[config.mk]
export PLATFORM = sky130hd
export DESIGN_NAME = ats_ctl
export DESIGN_NICKNAME = d
export VERILOG_FILES = /design/src/ats_pkg.sv /design/src/ats_ctl.sv
export SDC_FILE = /design/constraint.sdc
export NUM_CORES = 1
export LEC_CHECK = 0
export BUFFER_PORTS_ARGS = -buffer_cell sky130_fd_sc_hd__buf_2
export CORE_AREA = 2 2 39 41
export CTS_BUF_LIST = sky130_fd_sc_hd__clkbuf_16
export DETAILED_ROUTE_END_ITERATION = 12
export DIE_AREA = 0 0 41 43
export SLEW_MARGIN = 15
export SYNTH_ARGS = -nofsm -noshare
export SYNTH_HDL_FRONTEND = slang
export SYNTH_SLANG_ARGS = --single-unit
[constraint.sdc]
create_clock -name clk -period 1.55 [get_ports clk]
set_clock_uncertainty 0.15 [all_clocks]
set_input_delay 0.3875 -clock clk [delete_from_list [all_inputs] [get_ports clk]]
set_output_delay 0.3875 -clock clk [all_outputs]
set_load 0.01 [all_outputs]
[src/ats_pkg.sv]
// ---------------------------------------------------------------------------
// ats_pkg
// Shared types and constants for the terminal screen block.
// ---------------------------------------------------------------------------
package ats_pkg;

  localparam logic [7:0] CH_ESC   = 8'h1b;
  localparam logic [7:0] FINAL_LO = 8'h40;
  localparam logic [7:0] FINAL_HI = 8'h7e;
  localparam logic [7:0] CH_DEL   = 8'h7f;
  localparam logic [7:0] CH_SPACE = 8'h20;
  localparam logic [7:0] CH_TWO   = 8'h32;
  localparam logic [7:0] CH_CR    = 8'h0d;
  localparam logic [7:0] CH_LF    = 8'h0a;
  localparam logic [7:0] CH_LBRK  = 8'h5b;
  localparam logic [7:0] CH_SEMI  = 8'h3b;
  localparam logic [7:0] CH_QUEST = 8'h3f;
  localparam logic [7:0] CH_PLUS  = 8'h2b;
  localparam logic [7:0] CH_MINUS = 8'h2d;
  localparam logic [7:0] CH_ZERO  = 8'h30;
  localparam logic [7:0] CH_NINE  = 8'h39;
  localparam logic [7:0] FIN_H    = 8'h48;
  localparam logic [7:0] FIN_F    = 8'h66;
  localparam logic [7:0] FIN_J    = 8'h4a;
  localparam logic [7:0] FIN_K    = 8'h4b;
  localparam logic [13:0] NUM_MAX = 14'd9999;
  localparam logic [11:0] COL_MAX = 12'd4095;

  typedef enum logic [1:0] {
    EP_IDLE = 2'd0,
    EP_ESC  = 2'd1,
    EP_CSI  = 2'd2
  } esc_phase_t;

  typedef enum logic [2:0] {
    PS_NONE   = 3'd0,
    PS_PLUS   = 3'd1,
    PS_NEG    = 3'd2,
    PS_DIGITS = 3'd3,
    PS_DONE   = 3'd4,
    PS_SPACE  = 3'd5
  } parse_stage_t;

  typedef enum logic [2:0] {
    ST_IDLE   = 3'd0,
    ST_DECODE = 3'd1,
    ST_PAD    = 3'd2,
    ST_CLEAR  = 3'd3,
    ST_RDWAIT = 3'd4,
    ST_OUT    = 3'd5
  } ctl_state_t;

  // controller -> datapath
  typedef struct packed {
    logic load;      // capture input item
    logic decode;    // interpret captured item (one cycle)
    logic pad_step;  // write one pad space
    logic clr_step;  // clear one row length
    logic clr_start;
    logic rd_issue;  // issue cell read
    logic out_load;  // fill output register
  } ctl_cmd_t;

  // datapath -> controller
  typedef struct packed {
    logic need_pad;
    logic need_clear;
    logic pad_last;
    logic clr_last;
    logic is_read;
  } dp_stat_t;

endpackage

[src/ats_ctl.sv]
// ---------------------------------------------------------------------------
// ats_ctl
// Sequencer: capture, decode, pad/clear sweeps, read wait, result handoff.
// ---------------------------------------------------------------------------
module ats_ctl (
  input  logic              clk,
  input  logic              rst_n,
  input  logic              in_fire,
  input  logic              out_free,
  input  ats_pkg::dp_stat_t stat,
  output logic              busy,
  output ats_pkg::ctl_cmd_t cmd
);

  ats_pkg::ctl_state_t state_r, state_nxt;

  always_ff @(posedge clk) begin
    if (!rst_n) state_r <= ats_pkg::ST_IDLE;
    else        state_r <= state_nxt;
  end

  always_comb begin
    state_nxt = state_r;
    unique case (state_r)
      ats_pkg::ST_IDLE:   if (in_fire) state_nxt = ats_pkg::ST_DECODE;
      ats_pkg::ST_DECODE: begin
        priority if (stat.is_read) state_nxt = ats_pkg::ST_RDWAIT;
        else if (stat.need_clear)  state_nxt = ats_pkg::ST_CLEAR;
        else if (stat.need_pad)    state_nxt = ats_pkg::ST_PAD;
        else                       state_nxt = ats_pkg::ST_OUT;
      end
      ats_pkg::ST_PAD:    if (stat.pad_last) state_nxt = ats_pkg::ST_OUT;
      ats_pkg::ST_CLEAR:  if (stat.clr_last) state_nxt = ats_pkg::ST_OUT;
      ats_pkg::ST_RDWAIT: state_nxt = ats_pkg::ST_OUT;
      ats_pkg::ST_OUT:    if (out_free) state_nxt = ats_pkg::ST_IDLE;
      default:            state_nxt = ats_pkg::ST_IDLE;
    endcase
  end

  always_comb begin
    cmd = '0;
    busy = (state_r != ats_pkg::ST_IDLE);
    unique case (state_r)
      ats_pkg::ST_IDLE:   cmd.load = in_fire;
      ats_pkg::ST_DECODE: begin
        cmd.decode = 1'b1;
        cmd.rd_issue = stat.is_read;
        cmd.clr_start = stat.need_clear;
      end
      ats_pkg::ST_PAD:    cmd.pad_step = 1'b1;
      ats_pkg::ST_CLEAR:  cmd.clr_step = 1'b1;
      ats_pkg::ST_RDWAIT: ;
      ats_pkg::ST_OUT:    cmd.out_load = out_free;
      default: ;
    endcase
  end

endmodule

Word-level counts from Yosys, hierarchy flattened:

Cells that the tools add are included.

* output and inout bits: 8
* word-level logic and storage cells: 27
* input port bits: 9
* bits in registers: 3

* reductions and logical operators: 3
* mux-type cells: 14
* equal/unequal tests: 9

Operator list (number)
* $mux W3: 7
* $pmux W3 S6: 1
* $ne A2 B2 Y1 const B: 4
* $eq A3 B2 Y1 const B: 2
* $eq A3 B3 Y1 const B: 2
* $mux W1: 5
* $reduce_and A4 Y1: 1
* $eq A3 B1 Y1 const B: 1
* $logic_not A3 Y1: 1
* $reduce_bool A3 Y1: 1
* $mux W2: 1

Depth between registers and ports, before layout:

* depth after elaboration: 4
* gate-level depth with buffers: 4
* depth with buffers taken out: 4

Worst setup path after synthesis:

Ideal clock, no wire load.

* path type: register to output
* start point: register state_r[2]
* end point: output cmd[0] in the netlist's numbering
* path buffers: 0
* stages on the path, launching flop included: 3
* setup slack: 0.184 ns
* data required time: 1.012 ns
* arrival time: 0.828 ns
* cell sequence: dfxtp_1 > nor2b_1 > and3_1

RTL lines
* start: declaration: line ats_ctl.sv:15 `ats_pkg::ctl_state_t state_r, state_nxt;`
* start signal: assignment: line ats_ctl.sv:18 `if (!rst_n) state_r <= ats_pkg::ST_IDLE;`
* start signal: assignment: line ats_ctl.sv:19 `else state_r <= state_nxt;`
* end: declaration: line ats_ctl.sv:12 `output ats_pkg::ctl_cmd_t cmd`

==> results.cfg <==
[yosys]
syn_nets = 44
ys_ff_latch = 3
synth_xor_area_share_pct = 0
synth_cell_types = 19
synth_seq_area_share_pct = 22.12
yosys-mux-area-fraction_pct = 3.687
yosysTopAreaCellShare_pct = 22.12
synth_warnings = 0
synth_top_cell_by_area = dfxtp_1
ys_top_cells_by_area = dfxtp_1 (22%), and3_1 (9.2%), a211oi_4 (7.4%)
synth_area_um2 = 271.5
syn_area_per_cell_um2 = 7.757
synth_simple_gate_area_share_pct = 43.32
synth_fa_ha_area_share_pct = 0
netlist_instances = 35
synth_compound_area_share_pct = 25.35
synth_top_family_by_area = simple AND/OR/NAND/NOR gates

[timing]
max_freq_mhz = 623.6
fin_crit_sh_pct = 103.5
setup-violations-final = 4
worstMarginPinSlew_ns = 0.2565
fin_crit_ns = 1.604
hold_viol_final = 0
fin_hold_ws_ns = 0.2672
rsz0062_at_grt = yes
worst_slack_ns = -0.05351
final_max_slew_viol_count = 0
fin_setup_tns_ns = -0.09589
slew_headroom_pct = 82.74

[clock_tree]
numCtsBuffers = 3
ctsHtreeMaxLevel = 1
cts_tree = built
worstSkewPairLatency_ns = 0.22
cts_sinks = 3
cts_hold_buf = 0
cts_buffer_depth = 2
clockRootBuffer = clkbuf_16
clk_pin_slew_ns = 0.03

[route]
via_count = 359
wl_per_cell_um = 11.95
via_per_inst = 4.488
drtAntennaViolNets = 0
drt_first_pass_iters = 2
drt_wl_total_um = 956
drt_iter0_markers = 4
drc = 0

[global_routing]
grt_pass1_vias = 331
grt-ovfl-total = 0
grt.total_usage_pct = 12.32
grt_pass1_wl_um = 1421
antenna_found_initial = 0
grt_max_degree = 8

[pwr]
power_density_nw_per_um2 = 1837
ir_worst_vdd_mv = 0.9430
leakage_nw = 0.2872

[final_layout]
area_growth_syn_to_layout_pct = 118.4
n_antenna_cell = 0
largest_reg_flops = 3
reg_top3 = state_r: 3 flops
fin_nets = 74
nFillCells = 134
drive_gt1_share_pct = 67.19
regMostFlops = state_r

[place]
port_buffers = 16
routabilityCongestion = 0.7285
dp_hpwl_um = 581.9

[critical_path]
cp_max_fo = 5
worstSetupPathType = reg -> out
cp-start-kind = register
arrival_ns = 1.07
rrSetupSlack_ns = 0.10
worstPathRequired_ns = 1.01
worst_r2r_endpoint = state_r[0]
rr_worst_depth = 6
r2r-start = state_r[2]
endpoint_kind = output port

[status]
status = finished with violations
violations = setup timing

[die]
fp.dieW_um = 41
coreArea_um2 = 1384
die_h_um = 43
start_util_pct = 19.62
rows = 14
dieArea_um2 = 1763
ios = 17

[hold_path]
hold-path-endpoint = state_r[2]
hold_start = rst_n
hold_path_depth = 3
hold_path.class = in -> reg

[run]
max_cap_violations = 0
synth_stat cells (all sizes together):
cell type  instances
a211oi             1
inv                2
o21ai              2
nor4               1
nor2               5
and2b              1
nand3b             1
nor3               2
nand2              4
nor2b              2
a311oi             1
nand2b             1
mux2i              1
o21bai             1
dfxtp              3
clkbuf             1
a221oi             1
and3               4
o21a               1
cells in the final DEF, fill, tap and decap left out:
| cell | count |
|---|---|
| buf_2 | 13 |
| buf_4 | 8 |
| buf_6 | 5 |
| nand2_1 | 4 |
| nor2_1 | 3 |
| clkbuf_16 | 3 |
| dfxtp_4 | 3 |
| nor2_4 | 2 |
| and3_4 | 2 |
| and3_1 | 2 |
| o21ai_0 | 2 |
| inv_1 | 2 |
| inv_2 | 1 |
| nor3_2 | 1 |
| nand2b_4 | 1 |
| nor2b_4 | 1 |
| nor2b_1 | 1 |
| nor3_1 | 1 |
| and2b_2 | 1 |
| a211oi_4 | 1 |
| a221oi_2 | 1 |
| mux2i_1 | 1 |
| o21bai_1 | 1 |
| nor4_1 | 1 |
| o21a_1 | 1 |
| nand3b_1 | 1 |
| a311oi_1 | 1 |
cell families after synthesis:
group | Yosys count
AND/OR/NAND/NOR | 21
buffers and inverters | 3
AO/OA/AOI/OAI | 7
multiplexers | 1
flip-flops | 3
per-stage QoR:
stage | instance area, um^2 | worst slack [ns] | util [%] | total power [W] | std cells
after floorplan | 271.5 | 0.1843 | - | 0.0003679 | 35
after global placement | 394.1 | 0.1284 | 28.48 | 0.0005052 | 70
after detailed placement | 394.1 | 0.1206 | 28.48 | 0.0005047 | 70
after CTS | 513.0 | -0.03836 | 37.07 | 0.0009739 | 77
after global routing | 593.1 | -0.08391 | 42.86 | 0.001160 | 80
final | 593.1 | -0.05351 | 42.86 | 0.001090 | 80
routing by layer:
metal / GRT usage (%) / share of wire [%]
met3: 3.141 / 2.1
met1: 13.74 / 42
met2: 19.38 / 56
met4: 8.000 / 0
met5: 0 / 0
critical path, stage by stage, from the launching register on:
cell and delay, ns:
dfxtp_4 0.35, buf_6 0.12, nand2b_4 0.16, nor2_1 0.08, buf_2 0.13
area by class of cell:
type | count | area [um^2] | share of cell area, %
inverters | 2 | 7.507 | 1.266
repair buffers | 26 | 181.4 | 30.59
well taps | 16 | 20.02 | 3.376
clock inverters | 1 | 3.754 | 0.6329
clock buffers | 3 | 75.07 | 12.66
flip-flops and latches | 3 | 71.32 | 12.03
multi-input cells | 29 | 234.0 | 39.45
power by group:
group          leakage, nW  internal (W)  switching (W)
Clock               0.0423      0.000332      0.0000690
Sequential          0.0267      0.000116      0.0000435
Combinational        0.218      0.000292       0.000236
timing repair:
item                                    in CTS  in global routing
endpoints found under the hold margin        0                  0
pin swaps                                    1                  5
buffers inserted                             3                  3
endpoints found under the setup margin       8                  8
gates resized for setup                      7                 14
worst max path at each step:
stage	startpoint	endpoint	slack, ns	depth (start not counted)
after floorplan	state_r[2]	cmd[0]	0.18	2
after global placement	state_r[2]	cmd[2]	0.13	3
after detailed placement	state_r[1]	cmd[1]	0.12	3
after CTS	state_r[2]	cmd[2]	-0.04	3
after global routing	state_r[2]	cmd[3]	-0.08	4
final	state_r[2]	cmd[3]	-0.05	4
(Power assumes the default switching activity.)
